`config.mk`:
```
export PLATFORM = sky130hd
export DESIGN_NAME = dpb_queue
export DESIGN_NICKNAME = d
export VERILOG_FILES = /design/src/rtl/dpb_pkg.sv /design/src/rtl/dpb_queue.sv
export SDC_FILE = /design/constraint.sdc
export NUM_CORES = 1
export LEC_CHECK = 0
export BUFFER_PORTS_ARGS = -buffer_cell sky130_fd_sc_hd__buf_2
export CAP_MARGIN = 20
export CELL_PAD_IN_SITES_DETAIL_PLACEMENT = 2
export CELL_PAD_IN_SITES_GLOBAL_PLACEMENT = 2
export CORE_AREA = 2 2 219 221
export DETAILED_ROUTE_END_ITERATION = 8
export DIE_AREA = 0 0 221 223
export PLACE_DENSITY_LB_ADDON = 0.1
export SLEW_MARGIN = 0
export SYNTH_ARGS = -nofsm -noshare
export SYNTH_HDL_FRONTEND = slang
export SYNTH_SLANG_ARGS = --single-unit
```
`constraint.sdc`:
```
create_clock -name i_clk -period 6.7 [get_ports i_clk]
set_clock_uncertainty 0.1 [all_clocks]
set_input_delay 1.675 -clock i_clk [delete_from_list [all_inputs] [get_ports i_clk]]
set_output_delay 1.675 -clock i_clk [all_outputs]
set_load 0.01 [all_outputs]
```
`src/rtl/dpb_pkg.sv`:
```
// ----------------------------------------------------------------------------
// Depth pixel back-projection package
// Shared types, register indexes and constants of the back-projection block.
// ----------------------------------------------------------------------------
package dpb_pkg;

    // Texture row pitch used for the sprite index.
    localparam int TEX_WIDTH = 1280;

    // Largest scaled depth and the depth given to a rejected point (-10000.0).
    localparam logic [30:0] DEPTH_MAX = 31'h7FFF_FFFF;
    localparam logic [31:0] REJECT_Z  = 32'hD8F0_0000;

    // Queue between the classifying front and the projecting back.
    localparam int QUEUE_DEPTH = 4;
    localparam int QUEUE_AW    = $clog2(QUEUE_DEPTH);
    localparam int QUEUE_CW    = $clog2(QUEUE_DEPTH + 1);

    // Configuration port.
    localparam int CFG_DW = 31;
    typedef logic [2:0] t_cfg_idx;

    localparam t_cfg_idx CFG_CENTER_X    = 3'd0;
    localparam t_cfg_idx CFG_CENTER_Y    = 3'd1;
    localparam t_cfg_idx CFG_INV_FOCAL_X = 3'd2;
    localparam t_cfg_idx CFG_INV_FOCAL_Y = 3'd3;
    localparam t_cfg_idx CFG_DEPTH_SCALE = 3'd4;
    localparam t_cfg_idx CFG_NEAR_LIMIT  = 3'd5;
    localparam t_cfg_idx CFG_FAR_LIMIT   = 3'd6;
    localparam t_cfg_idx CFG_AUTO_RANGE  = 3'd7;

    // Configuration register set.
    typedef struct packed {
        logic [15:0] center_x;
        logic [15:0] center_y;
        logic [23:0] inv_focal_x;
        logic [23:0] inv_focal_y;
        logic [23:0] depth_scale;
        logic [30:0] near_limit;
        logic [30:0] far_limit;
        logic [1:0]  auto_range;
    } t_cfg;

    // Input request: one visited pixel.
    typedef struct packed {
        logic [10:0] col_u;
        logic [9:0]  row_v;
        logic [15:0] depth_raw;
        logic [7:0]  in_blue;
        logic [7:0]  in_green;
        logic [7:0]  in_red;
        logic [7:0]  in_alpha;
        logic        frame_end;
    } t_pixel_in;

    // Output request: one point of the cloud.
    typedef struct packed {
        logic               kept;
        logic [19:0]        sprite_index;
        logic signed [31:0] pos_x;
        logic signed [31:0] pos_y;
        logic signed [31:0] pos_z;
        logic [7:0]         out_blue;
        logic [7:0]         out_green;
        logic [7:0]         out_red;
        logic [7:0]         out_alpha;
    } t_point_out;

    // Classified pixel handed from the front to the back.
    typedef struct packed {
        logic        kept;
        logic [19:0] sprite_index;
        logic [30:0] scaled;
        logic [27:0] t_x;
        logic [27:0] t_y;
        logic        neg_x;
        logic        neg_y;
        logic [7:0]  blue;
        logic [7:0]  green;
        logic [7:0]  red;
        logic [7:0]  alpha;
    } t_job;

    // Queue status seen by the front and the top level.
    typedef struct packed {
        logic [QUEUE_CW-1:0] count;
        logic                full;
        logic                empty;
    } t_queue_status;

endpackage

```
`src/rtl/dpb_queue.sv`:
```
// ----------------------------------------------------------------------------
// Depth pixel back-projection queue
// Short first-in first-out store of classified pixels between front and back.
// ----------------------------------------------------------------------------
module dpb_queue (
    input  logic                   i_clk,
    input  logic                   i_rst_n,
    input  logic                   i_push,
    input  dpb_pkg::t_job          i_job,
    input  logic                   i_pop,
    output dpb_pkg::t_job          o_job,
    output dpb_pkg::t_queue_status o_status
);
    import dpb_pkg::*;

    t_job                r_mem [QUEUE_DEPTH];
    logic [QUEUE_AW-1:0] r_wr_ptr;
    logic [QUEUE_AW-1:0] r_rd_ptr;
    logic [QUEUE_CW-1:0] r_count;

    logic w_full;
    logic w_empty;
    logic w_wr;
    logic w_rd;

    assign w_full  = (r_count == QUEUE_CW'(QUEUE_DEPTH));
    assign w_empty = (r_count == '0);
    assign w_wr    = i_push && !w_full;
    assign w_rd    = i_pop && !w_empty;

    assign o_status.count = r_count;
    assign o_status.full  = w_full;
    assign o_status.empty = w_empty;
    assign o_job          = r_mem[r_rd_ptr];

    // Pointers and fill count.
    always_ff @(posedge i_clk) begin
        if (!i_rst_n) begin
            r_wr_ptr <= '0;
            r_rd_ptr <= '0;
            r_count  <= '0;
        end else begin
            if (w_wr) begin
                r_wr_ptr <= (r_wr_ptr == QUEUE_AW'(QUEUE_DEPTH - 1)) ? '0 : r_wr_ptr + 1'b1;
            end
            if (w_rd) begin
                r_rd_ptr <= (r_rd_ptr == QUEUE_AW'(QUEUE_DEPTH - 1)) ? '0 : r_rd_ptr + 1'b1;
            end
            if (w_wr && !w_rd) begin
                r_count <= r_count + 1'b1;
            end else if (w_rd && !w_wr) begin
                r_count <= r_count - 1'b1;
            end
        end
    end

    // Entry storage.
    always_ff @(posedge i_clk) begin
        if (w_wr) begin
            r_mem[r_wr_ptr] <= i_job;
        end
    end

endmodule

```
Yosys cells after proc, flatten, opt, wreduce, memory -nomap -nowiden

Memories as Yosys holds them, arrays and structs flattened. A register that Yosys moved wholly into a read port is not among the register bits.
Index checks and enable logic that the tools add are counted.

Add/sub/neg operators: 4
Equal/unequal tests: 3
Mux-type cells: 8
Reduce and logical (&&, ||, !) cells: 10

Operators with widths:

| operator            | number |
|---|---|
| $mux 2              | 4 |
| $mux 3              | 2 |
| $add 2x1->2 const B | 2 |
| $eq 2x2->1 const B  | 2 |
| $logic_and 1x1->1   | 4 |
| $logic_not 1->1     | 4 |
| $add 3x1->3 const B | 1 |
| $eq 3x3->1 const B  | 1 |
| $logic_not 3->1     | 1 |
| $sub 3x1->3 const B | 1 |
| $mux 1              | 2 |
| $reduce_bool 2->1   | 1 |

Register bits: 7
Bits in writable memories: 568
Bits of input ports: 146
Output and inout port bits: 147
Word-level logic and storage cells: 29
Memories kept: 1

Memories:

| memory | words | bits a word | read ports | clocked after Yosys merged registers in | write ports | RTL line        | RTL |
|---|---|---|---|---|---|---|---|
| r_mem  | 4     | 142         | 1          | 1                                       | 1           | dpb_queue.sv:16 | `t_job r_mem [QUEUE_DEPTH];` |

Depth between registers and ports, before layout

Word-level depth: 7
Depth in mapped cells: 9
Mapped depth without buffers: 8

Worst setup path before layout

OpenSTA, ideal clock, no wires.

Path type: input-to-reg
Start point: input i_push
End point: memory r_mem[1][0] (netlist name) (enable)
Library setup time: 518 ps
Arrival: 5316 ps
Data required time: 6082 ps
Path slack: 766 ps
Stages: 3
Path buffers: 1
Path through: nor2b_1 > clkbuf_1 > and2_1

Cells in the longest elaborated chain, start to end: 3

Ends and longest elaborated chain:

| what                         | RTL line        | RTL |
|---|---|---|
| start: declaration           | dpb_queue.sv:8  | `input logic i_push,` |
| $logic_and 1x1->1            | dpb_queue.sv:28 | `assign w_wr = i_push && !w_full;` |
| named net w_wr               | dpb_queue.sv:23 | `logic w_wr;` |
| $mux 1                       | dpb_queue.sv:59 | `if (w_wr) begin` |
| $mux 1 (not written as such) | dpb_queue.sv:60 | `r_mem[r_wr_ptr] <= i_job;` |
| end: declaration             | dpb_queue.sv:16 |  |

The timed path passes the listed nets, and every way through them passes these cells.

==> results.yml <==
critical_path:
  slowest_delay_ns: 0.96
  cp.arrival_ns: 2.77
  crit_family: "flip-flops"
  end_kind: "output port"
  worstSetupStartpointType: "flop"
  cp_max_fo: 59
  crit_required_ns: 4.93
  cp_num_buf_inv: 2
  worstSetupPathType: "flop to output port"
  cpMaxStageDelayCell: "dfxtp_4"
  path_cells: "buf_4 > mux4_2 > buf_2"
detailed_routing:
  drc: 0
  wl_mm: 51.64
  avgRoutedWirePerCell_um: 28.77
  dr.pass1.iters: 5
  drt_iter0_drc: 670
  routed_via_density: 5.379
  ant_nets: 0
  via_count: 9656
cells_and_area:
  nNetsFinal: 1282
  design_area_um2: 24900
  instances_no_fill: 1795
  drive_above_1_share_pct: 45.32
  fill_cells: 4004
  syn2layout_area_growth_pct: 18.82
die:
  start_util_pct: 44.46
  fp.dieArea_um2: 49280
  fp.dieW_um: 221
  die_y_um: 223
  boundaryPins: 293
  rows: 80
  design.core.area_um2: 47150
global_route:
  grt_pass1_wl_mm: 76.02
  track_usage_pct: 21.18
  antenna_found_initial: 12
  grt_max_degree: 87
  overflow: 0
  grt_pass1_vias: 10930
placed_design:
  port_buffers: 292
  gp_congestion: 0.6983
  dp_hpwl_mm: 32.55
  dpl_cell_area_um2: 23170
  dp_cells: 1683
logic_synthesis:
  yosys_warnings: 0
  synth_seq_area_share_pct: 82.24
  synth_area_um2: 20960
  postSynthCellCount: 795
  synth.ff_latch_count: 577
  yosysUniqueCellTypes: 24
  syn_nets: 948
  syn-mean-instance-area_um2: 26.36
clock_network:
  cts_buffers: 59
  post-cts-setup-buffer-count: 0
  clock_sinks: 577
  cts_resized: 0
  cts_root_buf: "clkbuf_16"
  h-tree-depth: 2
  clk_latency_ns: 0.59
  cts.path.max_buffers: 3
  cts_tree: "done"
  clk_pin_slew_ns: 0.06
  cts_hold_buf: 0
timing:
  rsz0062_at_grt: "no"
  min_period_over_period_pct: 67.87
  hold_ws_ns: 0.4443
  setup-violations-final: 0
  worstMarginPinSlew_ns: 1.015
  finalCriticalPeriod_ns: 4.547
  relSlewSlack_pct: 32.33
  hold_viol_final: 0
  fin_tns_setup_ns: 0
  maxSlewViolCount: 0
  fmax_ghz: 0.2199
status:
  outcome: "finished clean"
power_and_ir_drop:
  ir_drop_mv: 0.2574
  cellLeakagePower_nw: 8.284
  powerDensity_nw_per_um2: 387.2
flow_run:
  maxCapViolations: 0
min_path:
  worstHoldPathType: "flop to flop"
-- final cells by class --
type,count,area [um^2],area share [%]
clock inverter,35,150.1,0.6029
multi-input combinational,179,3483,13.99
sequential,577,17240,69.24
timing repair buffer,309,1664,6.682
clock buffer,73,1572,6.310
tap,615,769.5,3.090
inverter,3,11.26,0.04522
antenna,4,10.01,0.04019
-- per-layer routing --
metal	track usage, %	share of wire (%)
met3	5.821	6.0
met1	26.69	40
met4	4.525	1.7
met2	36.91	52
met5	0	0.18
-- state kept, by name (all words and copies together) (netlist names), named ones only --
signal	count
r_count	3
r_mem	568
r_rd_ptr	2
r_wr_ptr	2
-- logic make-up (layout without fill, tap and decap cells) --
family,Yosys count,after routing,share of synthesized area (%)
AND/OR/NAND/NOR,20,20,0.4895
AO/OA/AOI/OAI,5,5,0.1433
flip-flops,577,577,82.24
multiplexers,145,145,15.40
other,0,4,0
adder cells (fa/ha/maj),7,7,0.4537
XOR/XNOR,2,2,0.08359
buffers and inverters,39,420,1.188
-- worst register-to-register path, stage by stage (launching register included) --
cell	delay, ns
dfxtp_1	0.48
nor3b_1	0.11
nor2b_1	0.50
and2_4	0.85
buf_4	0.49
-- cells in the final DEF (no fill, tap or decap), drive strengths merged, types with 3 or more instances in the layout --
cell    count
nand2       6
mux4      142
clkbuf     73
clkinv     35
ha          6
diode       4
dfxtp       9
mux2i       3
edfxtp    568
buf       309
o21ai       3
inv         3
and2        5
-- final timing paths --
| kind | depth (start not counted) | endpoint | start | slack [ns] |
|---|---|---|---|---|
| min | 2 | r_wr_ptr[1]$_SDFFE_PN0P_ | r_wr_ptr[1]$_SDFFE_PN0P_ | 0.44 |
| max reg2reg | 4 | r_mem[1][52]$_DFFE_PP_ | r_count[0]$_SDFFE_PN0P_ | 3.82 |
| max | 3 | o_job[135] | flop | 2.15 |
| min reg2reg | 2 | r_wr_ptr[1]$_SDFFE_PN0P_ | r_wr_ptr[1]$_SDFFE_PN0P_ | 0.44 |
-- per-stage QoR --
stage          setup WS [ns]  power, W  util [%]
5_1_grt                2.007   0.01005     52.81
3_3_place_gp           2.664  0.006721     49.15
2_1_floorplan         0.7656  0.005941         -
6_report               2.153  0.009642     52.82
4_1_cts                2.057  0.009815     52.80
3_5_place_dp           2.524  0.006812     49.15
-- power breakdown --
part	internal (W)	switching (W)	total [W]
Sequential	0.00440	0.000175	0.00457
Clock	0.00165	0.00132	0.00297
Combinational	0.000957	0.00114	0.00210
-- synth_stat cells --
| cell type | instances | area, um^2 |
|---|---|---|
| edfxtp_1 | 568 | 17060 |
| mux4_2 | 142 | 3198 |
| buf_2 | 16 | 80.08 |
| buf_6 | 10 | 112.6 |
| dfxtp_1 | 9 | 180.2 |
| clkbuf_1 | 8 | 30.03 |
| ha_1 | 6 | 75.07 |
| nand2_1 | 6 | 22.52 |
| and2_1 | 5 | 31.28 |
| inv_1 | 3 | 11.26 |
| mux2i_1 | 3 | 30.03 |
| o21ai_0 | 3 | 15.01 |
| buf_4 | 2 | 15.01 |
| nand3_1 | 2 | 10.01 |
| nor2_1 | 2 | 7.510 |
| nor2b_1 | 2 | 12.51 |
| a21boi_0 | 1 | 7.510 |
| fa_1 | 1 | 20.02 |
| nor3_1 | 1 | 5.000 |
| nor3b_1 | 1 | 7.510 |
| o31ai_1 | 1 | 7.510 |
| or3_1 | 1 | 6.260 |
| xnor2_1 | 1 | 8.760 |
| xor2_1 | 1 | 8.760 |
Power figures use the tool's default switching activity.
