===== src/rtl/dpb_pkg.sv =====
// ----------------------------------------------------------------------------
// Depth pixel back-projection package
// Shared types, register indexes and constants of the back-projection block.
// ----------------------------------------------------------------------------
package dpb_pkg;

    // Texture row pitch used for the sprite index.
    localparam int TEX_WIDTH = 1280;

    // Largest scaled depth and the depth given to a rejected point (-10000.0).
    localparam logic [30:0] DEPTH_MAX = 31'h7FFF_FFFF;
    localparam logic [31:0] REJECT_Z  = 32'hD8F0_0000;

    // Queue between the classifying front and the projecting back.
    localparam int QUEUE_DEPTH = 4;
    localparam int QUEUE_AW    = $clog2(QUEUE_DEPTH);
    localparam int QUEUE_CW    = $clog2(QUEUE_DEPTH + 1);

    // Configuration port.
    localparam int CFG_DW = 31;
    typedef logic [2:0] t_cfg_idx;

    localparam t_cfg_idx CFG_CENTER_X    = 3'd0;
    localparam t_cfg_idx CFG_CENTER_Y    = 3'd1;
    localparam t_cfg_idx CFG_INV_FOCAL_X = 3'd2;
    localparam t_cfg_idx CFG_INV_FOCAL_Y = 3'd3;
    localparam t_cfg_idx CFG_DEPTH_SCALE = 3'd4;
    localparam t_cfg_idx CFG_NEAR_LIMIT  = 3'd5;
    localparam t_cfg_idx CFG_FAR_LIMIT   = 3'd6;
    localparam t_cfg_idx CFG_AUTO_RANGE  = 3'd7;

    // Configuration register set.
    typedef struct packed {
        logic [15:0] center_x;
        logic [15:0] center_y;
        logic [23:0] inv_focal_x;
        logic [23:0] inv_focal_y;
        logic [23:0] depth_scale;
        logic [30:0] near_limit;
        logic [30:0] far_limit;
        logic [1:0]  auto_range;
    } t_cfg;

    // Input request: one visited pixel.
    typedef struct packed {
        logic [10:0] col_u;
        logic [9:0]  row_v;
        logic [15:0] depth_raw;
        logic [7:0]  in_blue;
        logic [7:0]  in_green;
        logic [7:0]  in_red;
        logic [7:0]  in_alpha;
        logic        frame_end;
    } t_pixel_in;

    // Output request: one point of the cloud.
    typedef struct packed {
        logic               kept;
        logic [19:0]        sprite_index;
        logic signed [31:0] pos_x;
        logic signed [31:0] pos_y;
        logic signed [31:0] pos_z;
        logic [7:0]         out_blue;
        logic [7:0]         out_green;
        logic [7:0]         out_red;
        logic [7:0]         out_alpha;
    } t_point_out;

    // Classified pixel handed from the front to the back.
    typedef struct packed {
        logic        kept;
        logic [19:0] sprite_index;
        logic [30:0] scaled;
        logic [27:0] t_x;
        logic [27:0] t_y;
        logic        neg_x;
        logic        neg_y;
        logic [7:0]  blue;
        logic [7:0]  green;
        logic [7:0]  red;
        logic [7:0]  alpha;
    } t_job;

    // Queue status seen by the front and the top level.
    typedef struct packed {
        logic [QUEUE_CW-1:0] count;
        logic                full;
        logic                empty;
    } t_queue_status;

endpackage


===== src/rtl/dpb_back.sv =====
// ----------------------------------------------------------------------------
// Depth pixel back-projection back end
// Multiplies depth by the reciprocal offsets, rounds and saturates the
// position and holds the finished point in the output register.
// ----------------------------------------------------------------------------
module dpb_back (
    input  logic                i_clk,
    input  logic                i_rst_n,
    input  dpb_pkg::t_job       i_job,
    input  logic                i_avail,
    output logic                o_pop,
    output logic                o_valid,
    input  logic                i_stall,
    output dpb_pkg::t_point_out o_data
);
    import dpb_pkg::*;

    // Rounds a Q.32 product to Q16.16 and applies the sign with saturation.
    function automatic logic [31:0] finish_axis(input logic [58:0] prod, input logic neg);
        logic [58:0] rounded;
        logic [42:0] mag;
        logic [31:0] lim;
        rounded = prod + 59'd32768;
        mag     = rounded[58:16];
        if (neg) begin
            lim = (mag > 43'h0_8000_0000) ? 32'h8000_0000 : mag[31:0];
            return (~lim) + 32'd1;
        end
        return (mag > 43'h0_7FFF_FFFF) ? 32'h7FFF_FFFF : mag[31:0];
    endfunction

    logic        r_b1_vld;
    t_job        r_b1_job;
    logic [58:0] r_px;
    logic [58:0] r_py;
    logic        r_out_vld;
    t_point_out  r_out;

    logic        w_out_load;
    logic        w_b1_load;
    t_point_out  w_point;

    // Elastic two-stage pipeline towards the output register.
    assign w_out_load = !r_out_vld || !i_stall;
    assign w_b1_load  = !r_b1_vld || w_out_load;
    assign o_pop      = i_avail && w_b1_load;
    assign o_valid    = r_out_vld;
    assign o_data     = r_out;

    always_ff @(posedge i_clk) begin
        if (!i_rst_n) begin
            r_b1_vld  <= 1'b0;
            r_out_vld <= 1'b0;
        end else begin
            if (w_b1_load) begin
                r_b1_vld <= o_pop;
            end
            if (w_out_load) begin
                r_out_vld <= r_b1_vld;
            end
        end
    end

    // Depth times reciprocal offset for both axes.
    always_ff @(posedge i_clk) begin
        if (o_pop) begin
            r_b1_job <= i_job;
            r_px     <= 59'(i_job.scaled) * 59'(i_job.t_x);
            r_py     <= 59'(i_job.scaled) * 59'(i_job.t_y);
        end
    end

    // Final point; a rejected pixel sits at the far reject depth.
    always_comb begin
        w_point.kept         = r_b1_job.kept;
        w_point.sprite_index = r_b1_job.sprite_index;
        w_point.out_blue     = r_b1_job.blue;
        w_point.out_green    = r_b1_job.green;
        w_point.out_red      = r_b1_job.red;
        w_point.out_alpha    = r_b1_job.alpha;
        if (r_b1_job.kept) begin
            w_point.pos_x = finish_axis(r_px, r_b1_job.neg_x);
            w_point.pos_y = finish_axis(r_py, r_b1_job.neg_y);
            w_point.pos_z = (~{1'b0, r_b1_job.scaled}) + 32'd1;
        end else begin
            w_point.pos_x = '0;
            w_point.pos_y = '0;
            w_point.pos_z = REJECT_Z;
        end
    end

    always_ff @(posedge i_clk) begin
        if (w_out_load && r_b1_vld) begin
            r_out <= w_point;
        end
    end

endmodule


===== config.mk =====
export PLATFORM = sky130hd
export DESIGN_NAME = dpb_back
export DESIGN_NICKNAME = d
export VERILOG_FILES = /design/src/rtl/dpb_pkg.sv /design/src/rtl/dpb_back.sv
export SDC_FILE = /design/constraint.sdc
export NUM_CORES = 2
export LEC_CHECK = 0
export ABC_AREA = 0
export BUFFER_PORTS_ARGS = -buffer_cell sky130_fd_sc_hd__buf_2
export CAP_MARGIN = 20
export CORE_AREA = 2 2 349 351
export DETAILED_ROUTE_END_ITERATION = 8
export DIE_AREA = 0 0 351 353
export PLACE_DENSITY = 0.79
export SETUP_SLACK_MARGIN = 0.5
export SLEW_MARGIN = 25
export SYNTH_ARGS = -nofsm -noshare
export SYNTH_HDL_FRONTEND = slang
export SYNTH_SLANG_ARGS = --single-unit

===== constraint.sdc =====
create_clock -name i_clk -period 11.4 [get_ports i_clk]
set_clock_uncertainty 0.1 [all_clocks]
set_input_delay 0.57 -clock i_clk [delete_from_list [all_inputs] [get_ports i_clk]]
set_output_delay 0.57 -clock i_clk [all_outputs]
set_load 0.01 [all_outputs]

# After elaboration in Yosys (flattened, before gate mapping)
# Cells that the tools add are included.
# Widths: inputs -> output; s select.
op_classes:
  n_addsub: 5
  multipliers: 2
  magnitude_cmp: 4
  muxes: 12
  bitwise_logic: 3
  n_reduce_logical: 7
op_table:
  columns: ["op", "n"]
  rows:
  - ["$mux 32", 8]
  - ["$add 59x16->59 const B", 2]
  - ["$mul 31x28->59", 2]
  - ["$add 32x1->32 const B", 3]
  - ["$gt 43x31->1 const B", 2]
  - ["$gt 43x32->1 const B", 2]
  - ["$not 32->32", 2]
  - ["$not 31->32", 1]
  - ["$mux 1", 4]
  - ["$logic_not 1->1", 3]
  - ["$logic_and 1x1->1", 2]
  - ["$logic_or 1x1->1", 2]
totals:
  regBits: 355
  in_bits: 146
  output_inout_bits: 151
  wordCells: 55

# Depth between registers and ports, before layout
logic_depth:
  word_depth: 7
  depth_mapped: 29
  mapped_depth_nobuf: 27

# Least setup slack after synthesis
# No wires, ideal clock.
synth_timing:
  path_type: "input -> register"
  from: "in i_stall"
  to: "reg r_out (netlist bit o_data[0]), enable pin"
  setup_ps: 883
  arrival_time_ps: 11327
  required_time_ps: 10417
  setup_slack_ps: -910
  path_stages: 1
  n_path_buf: 0
  cell_sequence: "a21boi_0"
synth_via:
  elab_chain_len: 3
synth_rtl:
  columns: ["item", "line", "text"]
  rows:
  - ["start: declaration", "dpb_back.sv:13", "input logic i_stall,"]
  - ["$logic_not 1->1", "dpb_back.sv:44", "assign w_out_load = !r_out_vld || !i_stall;"]
  - ["$logic_or 1x1->1", "dpb_back.sv:44", null]
  - ["$logic_and 1x1->1", "dpb_back.sv:93", "if (w_out_load && r_b1_vld) begin"]
  - ["end signal: assignment", "dpb_back.sv:94", "r_out <= w_point;"]
  - ["end: declaration", "dpb_back.sv:37", "t_point_out r_out;"]
# Every way passes these cells.
# A chain may end at the register's enable or synchronous reset.

# Worst setup path after layout
layout_timing:
  from: "in i_job[99] in the netlist's numbering"
  to: "reg r_px[51], data pin"
layout_via:
  elab_chain_len: 1
layout_rtl:
  columns: ["item", "line", "text"]
  rows:
  - ["start: declaration", "dpb_back.sv:9", "input dpb_pkg::t_job i_job,"]
  - ["$mul 31x28->59", "dpb_back.sv:68", "r_px <= 59'(i_job.scaled) * 59'(i_job.t_x);"]
  - ["end signal: assignment", "dpb_back.sv:68", null]
  - ["end: declaration", "dpb_back.sv:34", "logic [58:0] r_px;"]
# Every way passes these cells.

==> metrics.txt <==
number of standard cells in the layout, taps in and fillers out 9108; number of hold violations in the final report 0; Max Clk Rate 0.113 GHz; Critical-path top delay cell sky130_fd_sc_hd__o311ai_0; maximum fanout along the worst path 37; arrival time reported for the critical path endpoint 9.06 ns; total die area 124000 um^2; overflow left after global routing 0; count of flip-flops with a built-in enable after synthesis 323; number of antenna violations at the first check in global routing 14; Post-Synthesis Mean Instance Area 9.39 um^2; Die Span X 351 um; Iter 0 DRT Violations 4105; root buffer cell sky130_fd_sc_hd__clkbuf_16; max incr delay on CP 0.85 ns; Slew HR 29.9%; worst hold path stage count 1; total clock buffers created by CTS 38; number of gates resized after CTS 0; CP Data Required Time 11.64 ns; Synth Register Bits 325; startpoint of the worst-slack reg-to-reg timing path r_px[15]$_DFFE_PP_; max-capacitance violation count 0; Compound-Gate Fraction of Synth Area 4.08%; fin crit period 8.82 ns; type of the setup path with the least slack in -> reg; CP startpoint kind input port; worst hold path class in -> reg; xor/xnor share of the synthesized area 2.42%; hold_buf cts 0; post-synthesis async set-or-reset flop share 0%; count of synthesis-stage warnings from yosys 0; half-perimeter wire length of the detailed placement result 136 mm; Max H-tree Level 2; startpoint of the most critical hold path i_job[24]; Antenna Nets Post-Route 0; via count 51400; core area 121000 um^2; cell repeated most along the worst path sky130_fd_sc_hd__fa_1; flop-to-flop setup slack 4.07 ns; final estimated routing congestion in global placement 0.921; worst-case reg-to-reg path depth 22; Unique masters post-synth 85; leading cell types in the layout, fill and taps excluded sky130_fd_sc_hd__inv_1, sky130_fd_sc_hd__fa_1, sky130_fd_sc_hd__nand2_1; final-report max-slew violation count 0; number of rows in the core area 128; Sinks on Clock Net 325; largest net degree at the start of global routing 76; routed wire length 179 mm; part of the Yosys area used for sequential elements 13.9%; wire length of the first global-routing pass 291 mm; Hold Path End r_b1_job[24]$_DFFE_PP_; gr usage total 29.9%; kind of end point of the critical path flip-flop; netlist area before placement 70200 um^2; clock-pin slew on the worst setup and hold paths 0.06 ns; vias in the first global route 55900; Synth Net Count 9550; buffer depth of the longest clock path 3; Final nets 9520; share of cell area taken by muxes after synthesis 0.281%; per-cell routed wire length 19.7 um; capture point of the worst reg-to-reg path o_data[126]$_SDFFCE_PN0P_; number of instances in the synthesized netlist 7479; synthesized-area fraction occupied by adder cells 50.3%; dominant combinational cell family by area after synthesis adder cells; setup bufs post-CTS 0; clock tree from TritonCTS built; length of the first detailed-routing pass in iterations 8; placed cell count 9034; post-route clock period utilization 77.4%; Clk Latency, worst-skew pair 0.60 ns; top-level I/O count 297; unrepaired setup endpoints after global routing false; layout filler cell count 9827; number of input and output port buffers inserted 296; starting utilization of the core area 58.3%; basic-gate share of the synthesized area counting and, or, nand and nor cells 17.4%; chip height 353 um; DRC viols 0; via density per instance 5.64; status completed; slew at the pin with the worst max-slew slack 1.05 ns; final count of negative-setup-slack endpoints 0; Layout Area Growth over Synthesis 5.13%; top flip-flop cell by instance count after synthesis sky130_fd_sc_hd__edfxtp_1; layout cell share with drive strength beyond 1 5.95%; most common library cell in the layout ignoring fill and taps sky130_fd_sc_hd__inv_1; setup TNS 0 ns
[through the flow]
stage	setup slack [ns]	utilization [%]	hold WS (ns)	instance area [um^2]
6_report	2.58	61.2	0.0451	73900
4_1_cts	2.79	61.2	0.0161	73800
2_1_floorplan	3.03	-	0.300	70200
3_3_place_gp	2.42	60.2	0.300	72600
3_5_place_dp	2.19	60.2	0.305	72600
5_1_grt	2.32	61.2	0.0325	73800
[critical path, delay by kind of cell]
kind	cells	cell delay, ns
AO/OA/AOI/OAI	10	3.38
XOR/XNOR	1	0.09
adder cells (fa/ha/maj)	8	3.75
buffers and inverters	7	1.10
AND/OR/NAND/NOR	1	0.13
[kinds of logic (layout without fill, tap and decap cells)]
logic type / after synthesis / in the layout
flip-flops: 325 / 325
other: 0 / 6
XOR/XNOR: 194 / 194
AO/OA/AOI/OAI: 452 / 452
multiplexers: 19 / 19
buffers and inverters: 2162 / 2160
AND/OR/NAND/NOR: 2402 / 2402
adder cells (fa/ha/maj): 1925 / 1925
[sequential cells by signal (all words and copies together), names as in the netlist]
register / cells
o_data: 149
o_valid: 1
r_b1_job: 86
r_b1_vld: 1
r_px: 44
r_py: 44
[layout make-up]
type | count | area, um^2 | area share (%)
clock buffers | 41 | 962 | 1.30
repair buffers | 349 | 1890 | 2.56
multi-input cells | 4992 | 52400 | 70.9
diodes | 6 | 15.0 | 0.0203
clock inverters | 27 | 308 | 0.417
flip-flops and latches | 325 | 9740 | 13.2
well taps | 1625 | 2030 | 2.75
inverters | 1743 | 6540 | 8.86
[synthesized netlist by cell type, types with 16 or more instances]
library cell	count	area share, %
sky130_fd_sc_hd__mux2i_1	16	0.23
sky130_fd_sc_hd__nor2_1	150	0.80
sky130_fd_sc_hd__ha_1	423	7.5
sky130_fd_sc_hd__o21ai_0	91	0.65
sky130_fd_sc_hd__xor2_1	83	1.0
sky130_fd_sc_hd__xnor2_1	111	1.4
sky130_fd_sc_hd__inv_1	1741	9.3
sky130_fd_sc_hd__buf_2	21	0.15
sky130_fd_sc_hd__nor4_1	25	0.22
sky130_fd_sc_hd__and2_1	918	8.2
sky130_fd_sc_hd__nand4_1	45	0.40
sky130_fd_sc_hd__nor3_1	60	0.43
sky130_fd_sc_hd__a21o_1	41	0.44
sky130_fd_sc_hd__nor2b_1	17	0.15
sky130_fd_sc_hd__and3_1	38	0.34
sky130_fd_sc_hd__fa_1	1502	43
sky130_fd_sc_hd__clkbuf_1	388	2.1
sky130_fd_sc_hd__nand2_1	968	5.2
sky130_fd_sc_hd__a211oi_1	27	0.29
sky130_fd_sc_hd__a21oi_1	153	1.1
sky130_fd_sc_hd__nand3_1	91	0.65
sky130_fd_sc_hd__edfxtp_1	323	14
sky130_fd_sc_hd__a31oi_1	17	0.15
[per-layer routing]
| metal | up-vias | wire length [um] | track usage [%] |
|---|---|---|---|
| li1 | 22100 | - | - |
| met3 | 559 | 14700 | 4.86 |
| met5 | - | 39 | 0 |
| met1 | 26300 | 66600 | 37.8 |
| met4 | 6 | 9240 | 14.0 |
| met2 | 2340 | 88500 | 50.3 |
[worst max-delay path by stage]
stage | startpoint | endpoint
after floorplan | i_stall | o_data[0]$_DFFE_PP_
after global placement | i_job[98] | r_px[51]$_DFFE_PP_
after detailed placement | i_job[98] | r_px[51]$_DFFE_PP_
after CTS | i_job[99] | r_px[51]$_DFFE_PP_
after global routing | i_job[99] | r_px[51]$_DFFE_PP_
final | i_job[99] | r_px[51]$_DFFE_PP_
Power is left out: the tool's default activity adds up to more than one toggle a clock period on the data nets, which glitch-free logic cannot reach.
