--- config.mk ---
export PLATFORM = sky130hd
export DESIGN_NAME = dpb_front
export DESIGN_NICKNAME = d
export VERILOG_FILES = /design/src/rtl/dpb_pkg.sv /design/src/rtl/dpb_front.sv
export SDC_FILE = /design/constraint.sdc
export NUM_CORES = 2
export LEC_CHECK = 0
export BUFFER_PORTS_ARGS = -buffer_cell sky130_fd_sc_hd__buf_4
export CORE_ASPECT_RATIO = 1.2
export CORE_MARGIN = 4
export CORE_UTILIZATION = 60
export CTS_CLUSTER_SIZE = 16
export DETAILED_ROUTE_END_ITERATION = 10
export GPL_TIMING_DRIVEN = 0
export PLACE_DENSITY_LB_ADDON = 0.05
export RECOVER_POWER = 100
export SLEW_MARGIN = 5
export SYNTH_ARGS = -nofsm -noshare
export SYNTH_HDL_FRONTEND = slang
export SYNTH_SLANG_ARGS = --single-unit
--- constraint.sdc ---
create_clock -name i_clk -period 12.4 [get_ports i_clk]
set_input_delay 0.62 -clock i_clk [delete_from_list [all_inputs] [get_ports i_clk]]
set_output_delay 0.62 -clock i_clk [all_outputs]
set_load 0.03 [all_outputs]
--- src/rtl/dpb_pkg.sv ---
// ----------------------------------------------------------------------------
// Depth pixel back-projection package
// Shared types, register indexes and constants of the back-projection block.
// ----------------------------------------------------------------------------
package dpb_pkg;

    // Texture row pitch used for the sprite index.
    localparam int TEX_WIDTH = 1280;

    // Largest scaled depth and the depth given to a rejected point (-10000.0).
    localparam logic [30:0] DEPTH_MAX = 31'h7FFF_FFFF;
    localparam logic [31:0] REJECT_Z  = 32'hD8F0_0000;

    // Queue between the classifying front and the projecting back.
    localparam int QUEUE_DEPTH = 4;
    localparam int QUEUE_AW    = $clog2(QUEUE_DEPTH);
    localparam int QUEUE_CW    = $clog2(QUEUE_DEPTH + 1);

    // Configuration port.
    localparam int CFG_DW = 31;
    typedef logic [2:0] t_cfg_idx;

    localparam t_cfg_idx CFG_CENTER_X    = 3'd0;
    localparam t_cfg_idx CFG_CENTER_Y    = 3'd1;
    localparam t_cfg_idx CFG_INV_FOCAL_X = 3'd2;
    localparam t_cfg_idx CFG_INV_FOCAL_Y = 3'd3;
    localparam t_cfg_idx CFG_DEPTH_SCALE = 3'd4;
    localparam t_cfg_idx CFG_NEAR_LIMIT  = 3'd5;
    localparam t_cfg_idx CFG_FAR_LIMIT   = 3'd6;
    localparam t_cfg_idx CFG_AUTO_RANGE  = 3'd7;

    // Configuration register set.
    typedef struct packed {
        logic [15:0] center_x;
        logic [15:0] center_y;
        logic [23:0] inv_focal_x;
        logic [23:0] inv_focal_y;
        logic [23:0] depth_scale;
        logic [30:0] near_limit;
        logic [30:0] far_limit;
        logic [1:0]  auto_range;
    } t_cfg;

    // Input request: one visited pixel.
    typedef struct packed {
        logic [10:0] col_u;
        logic [9:0]  row_v;
        logic [15:0] depth_raw;
        logic [7:0]  in_blue;
        logic [7:0]  in_green;
        logic [7:0]  in_red;
        logic [7:0]  in_alpha;
        logic        frame_end;
    } t_pixel_in;

    // Output request: one point of the cloud.
    typedef struct packed {
        logic               kept;
        logic [19:0]        sprite_index;
        logic signed [31:0] pos_x;
        logic signed [31:0] pos_y;
        logic signed [31:0] pos_z;
        logic [7:0]         out_blue;
        logic [7:0]         out_green;
        logic [7:0]         out_red;
        logic [7:0]         out_alpha;
    } t_point_out;

    // Classified pixel handed from the front to the back.
    typedef struct packed {
        logic        kept;
        logic [19:0] sprite_index;
        logic [30:0] scaled;
        logic [27:0] t_x;
        logic [27:0] t_y;
        logic        neg_x;
        logic        neg_y;
        logic [7:0]  blue;
        logic [7:0]  green;
        logic [7:0]  red;
        logic [7:0]  alpha;
    } t_job;

    // Queue status seen by the front and the top level.
    typedef struct packed {
        logic [QUEUE_CW-1:0] count;
        logic                full;
        logic                empty;
    } t_queue_status;

endpackage

--- src/rtl/dpb_front.sv ---
// ----------------------------------------------------------------------------
// Depth pixel back-projection front end
// Scales the depth, forms the per-axis reciprocal offsets, tracks the range
// bounds and classifies each pixel before it enters the queue.
// ----------------------------------------------------------------------------
module dpb_front (
    input  logic               i_clk,
    input  logic               i_rst_n,
    input  dpb_pkg::t_cfg      i_cfg,
    input  logic               i_restart,
    input  logic               i_valid,
    output logic               o_stall,
    input  dpb_pkg::t_pixel_in i_data,
    input  logic               i_full,
    output logic               o_push,
    output dpb_pkg::t_job      o_job
);
    import dpb_pkg::*;

    // Stage one registers.
    logic        r_s1_vld;
    t_pixel_in   r_pix;
    logic [30:0] r_scaled;
    logic [27:0] r_tx;
    logic [27:0] r_ty;
    logic        r_neg_x;
    logic        r_neg_y;
    logic [19:0] r_index;

    // Range trackers.
    logic [30:0] r_trk_near;
    logic [30:0] r_trk_far;
    logic        r_frozen;

    logic        w_s1_load;
    logic [39:0] w_prod;
    logic [30:0] w_scaled;
    logic [15:0] w_cx;
    logic [15:0] w_cy;
    logic        w_neg_x;
    logic        w_neg_y;
    logic [15:0] w_dx;
    logic [15:0] w_dy;
    logic [39:0] w_tx_full;
    logic [39:0] w_ty_full;
    logic [31:0] w_index_full;
    logic        w_upd_near;
    logic        w_upd_far;
    logic [30:0] w_lo;
    logic [30:0] w_hi;
    logic        w_keep;

    // Stage one takes a new request whenever it is empty or its contents move on.
    assign o_push    = r_s1_vld && !i_full;
    assign w_s1_load = !r_s1_vld || o_push;
    assign o_stall   = !w_s1_load;

    // Depth scaling with saturation to the largest Q16.16 depth.
    assign w_prod   = 40'(i_data.depth_raw) * 40'(i_cfg.depth_scale);
    assign w_scaled = (w_prod[39:31] != '0) ? DEPTH_MAX : w_prod[30:0];

    // Offset from the principal point in Q12.4, kept as sign and magnitude.
    assign w_cx    = {1'b0, i_data.col_u, 4'b0000};
    assign w_cy    = {2'b00, i_data.row_v, 4'b0000};
    assign w_neg_x = w_cx < i_cfg.center_x;
    assign w_neg_y = w_cy < i_cfg.center_y;
    assign w_dx    = w_neg_x ? (i_cfg.center_x - w_cx) : (w_cx - i_cfg.center_x);
    assign w_dy    = w_neg_y ? (i_cfg.center_y - w_cy) : (w_cy - i_cfg.center_y);

    // Offset times reciprocal focal length, rounded to Q.16.
    assign w_tx_full = 40'(w_dx) * 40'(i_cfg.inv_focal_x) + 40'd2048;
    assign w_ty_full = 40'(w_dy) * 40'(i_cfg.inv_focal_y) + 40'd2048;

    // Texture slot index wraps to its field width.
    assign w_index_full = 32'(i_data.col_u) + 32'(i_data.row_v) * 32'(TEX_WIDTH);

    always_ff @(posedge i_clk) begin
        if (!i_rst_n) begin
            r_s1_vld <= 1'b0;
        end else if (w_s1_load) begin
            r_s1_vld <= i_valid;
        end
    end

    always_ff @(posedge i_clk) begin
        if (w_s1_load && i_valid) begin
            r_pix    <= i_data;
            r_scaled <= w_scaled;
            r_tx     <= w_tx_full[39:12];
            r_ty     <= w_ty_full[39:12];
            r_neg_x  <= w_neg_x;
            r_neg_y  <= w_neg_y;
            r_index  <= w_index_full[19:0];
        end
    end

    // The bounds take the current pixel into account before the range test.
    assign w_upd_near = !r_frozen && i_cfg.auto_range[0] && (r_scaled < r_trk_near);
    assign w_upd_far  = !r_frozen && i_cfg.auto_range[1] && (r_scaled > r_trk_far);

    always_comb begin
        if (i_cfg.auto_range[0]) begin
            w_lo = w_upd_near ? r_scaled : r_trk_near;
        end else begin
            w_lo = i_cfg.near_limit;
        end
        if (i_cfg.auto_range[1]) begin
            w_hi = w_upd_far ? r_scaled : r_trk_far;
        end else begin
            w_hi = i_cfg.far_limit;
        end
        w_keep = (w_lo <= r_scaled) && (r_scaled <= w_hi);
    end

    // Tracker update; a write of the auto range register restarts tracking.
    always_ff @(posedge i_clk) begin
        if (!i_rst_n || i_restart) begin
            r_trk_near <= DEPTH_MAX;
            r_trk_far  <= '0;
            r_frozen   <= 1'b0;
        end else if (o_push) begin
            if (w_upd_near) begin
                r_trk_near <= r_scaled;
            end
            if (w_upd_far) begin
                r_trk_far <= r_scaled;
            end
            if (r_pix.frame_end) begin
                r_frozen <= 1'b1;
            end
        end
    end

    // Classified request for the queue; a rejected pixel loses its colour.
    always_comb begin
        o_job.kept         = w_keep;
        o_job.sprite_index = r_index;
        o_job.scaled       = r_scaled;
        o_job.t_x          = r_tx;
        o_job.t_y          = r_ty;
        o_job.neg_x        = r_neg_x;
        o_job.neg_y        = r_neg_y;
        o_job.blue         = w_keep ? r_pix.in_blue  : 8'd0;
        o_job.green        = w_keep ? r_pix.in_green : 8'd0;
        o_job.red          = w_keep ? r_pix.in_red   : 8'd0;
        o_job.alpha        = w_keep ? r_pix.in_alpha : 8'd0;
    end

endmodule

Word-level counts from Yosys, hierarchy flattened
Cells that the tools add are included.
Word-level totals
  register bits after elaboration: 206
  word-level logic and storage cells: 58
Operators by class
  add/subtract/negate cells: 7
  $mul: 4
  magnitude comparators: 6
  muxes and demuxes: 10
  reduce and logical (&&, ||, !) cells: 16
Operators with widths (number)
  $mux W31: 4
  $mul A16 B24 Y40: 3
  $add A40 B12 Y40 const B: 2
  $le A31 B31 Y1: 2
  $mux W16: 2
  $mux W8: 4
  $gt A31 B31 Y1: 1
  $lt A31 B31 Y1: 1
  $add A11 B20 Y20: 1
  $lt A14 B16 Y1: 1
  $lt A15 B16 Y1: 1
  $sub A14 B16 Y16: 1
  $sub A15 B16 Y16: 1
  $sub A16 B14 Y16: 1
  $sub A16 B15 Y16: 1
  $mul A10 B3 Y12 const B: 1
  $reduce_bool A9 Y1: 1
  $logic_and A1 B1 Y1: 7
  $logic_not A1 Y1: 5
  $logic_or A1 B1 Y1: 2
  $reduce_and A2 Y1: 1

Logic depth before layout (Yosys ltp)
  depth in word-level cells: 8
  mapped depth: 37

Worst setup path after synthesis
Ideal clock, no wire load.
  path kind: in2reg
  start: input i_cfg[136] in the netlist's numbering
  end: register r_ty[27] (data pin)
  data arrival time: 8486 ps
  required time: 12140 ps
  path slack: 3654 ps
  stages: 35
  path buffers: 6
  path through: clkbuf_1 clkbuf_1 inv_1 ha_1 nor3b_1 a311o_1 a211oi_2 buf_4 buf_2 mux2i_1 xnor2_1 clkbuf_1 nand2_1 fa_1 inv_1 fa_1 inv_1 fa_1 inv_1 fa_1 fa_1 inv_1 fa_1 inv_1 ha_1 clkbuf_1 a21o_1 a21o_1 a21o_1 nor3b_1 o311ai_2 a31o_2 a31oi_1 o21ba_2 xnor2_1
On the way
  longest elaborated chain between the ends: 4
RTL lines
  from (decl): RTL line dpb_front.sv:9  | input dpb_pkg::t_cfg i_cfg,
  $lt A14 B16 Y1: RTL line dpb_front.sv:66  | assign w_neg_y = w_cy < i_cfg.center_y;
  named net w_neg_y: RTL line dpb_front.sv:41  | logic w_neg_y;
  $mux W16: RTL line dpb_front.sv:68  | assign w_dy = w_neg_y ? (i_cfg.center_y - w_cy) : (w_cy - i_cfg.center_y);
  $mul A16 B24 Y40: RTL line dpb_front.sv:72  | assign w_ty_full = 40'(w_dy) * 40'(i_cfg.inv_focal_y) + 40'd2048;
  $add A40 B12 Y40: RTL line dpb_front.sv:72
  named net w_ty_full[39]: RTL line dpb_front.sv:45  | logic [39:0] w_ty_full;
  to (signal assigned): RTL line dpb_front.sv:90  | r_ty <= w_ty_full[39:12];
  to (decl): RTL line dpb_front.sv:25  | logic [27:0] r_ty;
The timed path passes the listed nets, and every way through them passes these cells.
A chain may end at the register's enable or synchronous reset.

Final worst setup path
  start: input i_data[67] in the netlist's numbering
  end: register r_tx[24] (data pin)
On the way
  longest elaborated chain between the ends: 4
RTL lines
  from (decl): RTL line dpb_front.sv:13  | input dpb_pkg::t_pixel_in i_data,
  $lt A15 B16 Y1: RTL line dpb_front.sv:65  | assign w_neg_x = w_cx < i_cfg.center_x;
  named net w_neg_x: RTL line dpb_front.sv:40  | logic w_neg_x;
  $mux W16: RTL line dpb_front.sv:67  | assign w_dx = w_neg_x ? (i_cfg.center_x - w_cx) : (w_cx - i_cfg.center_x);
  $mul A16 B24 Y40: RTL line dpb_front.sv:71  | assign w_tx_full = 40'(w_dx) * 40'(i_cfg.inv_focal_x) + 40'd2048;
  $add A40 B12 Y40: RTL line dpb_front.sv:71
  named net w_tx_full[36]: RTL line dpb_front.sv:44  | logic [39:0] w_tx_full;
  to (signal assigned): RTL line dpb_front.sv:89  | r_tx <= w_tx_full[39:12];
  to (decl): RTL line dpb_front.sv:24  | logic [27:0] r_tx;
The timed path passes the listed nets, and every way through them passes these cells.

==> results.json <==
{
  "status": "finished with violations",
  "violations": "max-capacitance violations, max-slew violations",
  "stdcell_count": 7612,
  "r2r_cells": 5,
  "crit_type": "in -> reg",
  "reg2reg_slack_ns": 6.62,
  "netlist_area_mm2": 0.0530,
  "slew_viol_final": 113,
  "yosysSeqAreaShare_pct": 10.5,
  "nNetsFinal": 8146,
  "dp.final_hpwl_um": 138000,
  "post-route-period-util_pct": 92.8,
  "ant_nets": 0,
  "first_iter_violations": 2889,
  "std_cell_rows": 119,
  "seqCellArea_mm2": 0.00555,
  "cts-root-buf": "clkbuf_16",
  "drc": 0,
  "ioPinCount": 387,
  "cts.reportedPaths.clkPinSlew_ns": 0.06,
  "start_util_pct": 60.4,
  "grtUsageTotal_pct": 34.7,
  "cts_buffer_depth": 3,
  "cts_tree": "built",
  "startpoint_type": "input port",
  "synthFlopType": "edfxtp_1",
  "cts.hold.buffers_added": 0,
  "fmax_ghz": 0.0869,
  "cts.sinks": 206,
  "firstDrtPassIters": 7,
  "synth.distinct_cells": 92,
  "ys_warn_count": 0,
  "path_max_fanout": 10,
  "crit_start": "i_data[67]",
  "async_reset_ff_share_pct": 0,
  "viasPerCell": 5.72,
  "cts_buffers": 28,
  "hold_viol": 0,
  "cpMostUsedCell": "fa_1",
  "overflow": 0,
  "worstPathArrival_ns": 11.83,
  "slew_headroom_pct": -23.4,
  "multi_input_area_mm2": 0.0412,
  "skew_ns": 0.0875,
  "endpoint_kind": "flip-flop",
  "crit_path_end": "r_tx[24]",
  "rsz0062_at_grt": "no",
  "grt_start_max_net_pins": 34,
  "grt_pass1_vias": 45098,
  "die_w_um": 279,
  "worstReg2RegStart": "r_s1_vld",
  "drv_cap": 4,
  "cts_resized": 0,
  "grt_pass1_wl_um": 251000,
  "drive_above_1_share_pct": 5.55,
  "slowest_stage": "xnor2_1",
  "synth_seq_cells": 206,
  "timing.rr.end": "r_ty[21]",
  "gp_congestion": 0.950,
  "cp.required_ns": 12.72,
  "synthToLayoutAreaGrowth_pct": 8.54,
  "hold_slack_ns": 0.151,
  "cts_setup_buffers": 0,
  "wirelength_um": 161000,
  "htreeDepth": 1,
  "hp-class": "in -> reg",
  "setup_tns_ns": 0,
  "layout_min_cycle_time_ns": 11.51,
  "wire_per_inst_um": 21.2,
  "syn_nets": 7749,
  "placed_cells": 7548,
  "synth_edf_count": 142,
  "holdPathStages": 1,
  "syn_inst": 6032,
  "setup_viol": 0,
  "portBuffers": 361,
  "coreArea_mm2": 0.0877,
  "die-area_mm2": 0.0931,
  "worst_slew_pin_slew_ns": 1.85,
  "clock_latency_ns": 0.66,
  "antenna_found_initial": 13,
  "num-fill-cells": 7768,
  "die_h_um": 333,
  "avgSynthCellArea_um2": 8.78,
  "critPathMaxStageDelay_ns": 0.89,
  "vias": 43550
}
how the worst min path moves through the flow:
| stage | slack [ns] | endpoint | from |
|---|---|---|---|
| after floorplan | 0.45 | r_frozen | r_pix[0] |
| after global placement | 0.47 | r_trk_far[8] | r_trk_far[8] |
| after detailed placement | 0.48 | r_trk_far[29] | r_trk_far[29] |
| after CTS | 0.09 | r_pix[2] | i_data[2] |
| after global routing | 0.13 | r_pix[26] | i_data[26] |
| final | 0.15 | r_pix[10] | i_data[10] |
metrics by stage:
step | area, um2 | setup WS, ns | util (%)
2_1_floorplan | 53000 | 3.65 | -
3_3_place_gp | 57100 | 0.717 | 65.1
3_5_place_dp | 57200 | 0.782 | 65.2
4_1_cts | 58200 | 1.40 | 66.3
5_1_grt | 57500 | 0.478 | 65.5
6_report | 57500 | 0.888 | 65.5
metal layers:
layer  vias to the layer above  global-route usage, %  part of all wire, %
met4                         4                   17.8                  6.4
met3                       443                   4.54                  6.8
met5                         -                      0                0.015
li1                      19688                      -                    -
met1                     21729                   43.6                   38
met2                      1686                   59.0                   49
worst max-delay path: cells and delay by family:
family | cells | cell delay [ns]
AND/OR/NAND/NOR | 7 | 1.45
AO/OA/AOI/OAI | 8 | 2.90
adder cells (fa/ha/maj) | 8 | 3.56
buffers and inverters | 8 | 2.16
XOR/XNOR | 2 | 1.09
cells in the mapped netlist (17+ instances only):
master,n,share of area [%]
a31oi_1,47,0.56
buf_1,19,0.13
xnor2_1,81,1.3
nand2b_1,49,0.58
nand2_1,878,6.2
clkbuf_1,256,1.8
edfxtp_1,142,8.1
nor2b_1,40,0.47
nor4_1,38,0.45
nand3_1,45,0.43
dfxtp_1,64,2.4
o211ai_1,17,0.24
o21ai_0,115,1.1
xor2_1,50,0.83
o21a_1,23,0.33
a21o_1,123,1.7
and3_1,32,0.38
mux2i_1,132,2.5
inv_1,1310,9.3
nand4_1,68,0.80
nor3b_1,38,0.54
a311oi_1,32,0.53
ha_1,552,13
a211oi_1,19,0.27
and2_1,350,4.1
nor2_1,147,1.0
nor3_1,58,0.55
buf_2,23,0.22
a21oi_1,161,1.5
fa_1,922,35
o221a_2,30,0.64
layout by cell type (no fill, tap or decap), types with 64 or more instances in the layout:
cell type / netlist / routed
mux2i_1: 132 / 132
clkbuf_1: 256 / 419
nor2_1: 147 / 148
ha_1: 552 / 552
edfxtp_1: 142 / 142
nand2_1: 878 / 879
fa_1: 922 / 922
nand4_1: 68 / 68
a21o_1: 123 / 123
dfxtp_1: 64 / 64
and2_1: 350 / 348
inv_1: 1310 / 1311
o21ai_0: 115 / 118
xnor2_1: 81 / 81
buf_4: 7 / 180
a21oi_1: 161 / 161
logic make-up (layout without fill, tap and decap cells):
family	after synthesis	in the layout	synth area share [%]
other	0	12	0
AND/OR/NAND/NOR	1779	1779	16.2
flip-flops	206	206	10.5
XOR/XNOR	131	131	2.17
AO/OA/AOI/OAI	672	672	8.78
adder cells (fa/ha/maj)	1474	1474	47.9
multiplexers	152	152	2.93
buffers and inverters	1618	2037	11.6
flip-flops by register name, indices dropped and copies added (netlist names):
| name | flops |
|---|---|
| r_frozen | 1 |
| r_index | 20 |
| r_neg_x | 1 |
| r_neg_y | 1 |
| r_pix | 33 |
| r_s1_vld | 1 |
| r_scaled | 31 |
| r_trk_far | 31 |
| r_trk_near | 31 |
| r_tx | 28 |
| r_ty | 28 |
final cells by class:
cell class	instances	area share (%)
diodes	12	0.0522
plain buffers	306	2.11
clock buffers	30	1.23
clock inverters	22	0.411
inverters	1312	8.57
multi-input cells	4208	71.7
flip-flops and latches	206	9.65
well taps	1149	2.50
repair buffers	367	3.74
Power is not shown: default switching activity piles up to over one toggle a cycle in this logic, so the estimate is an artifact.
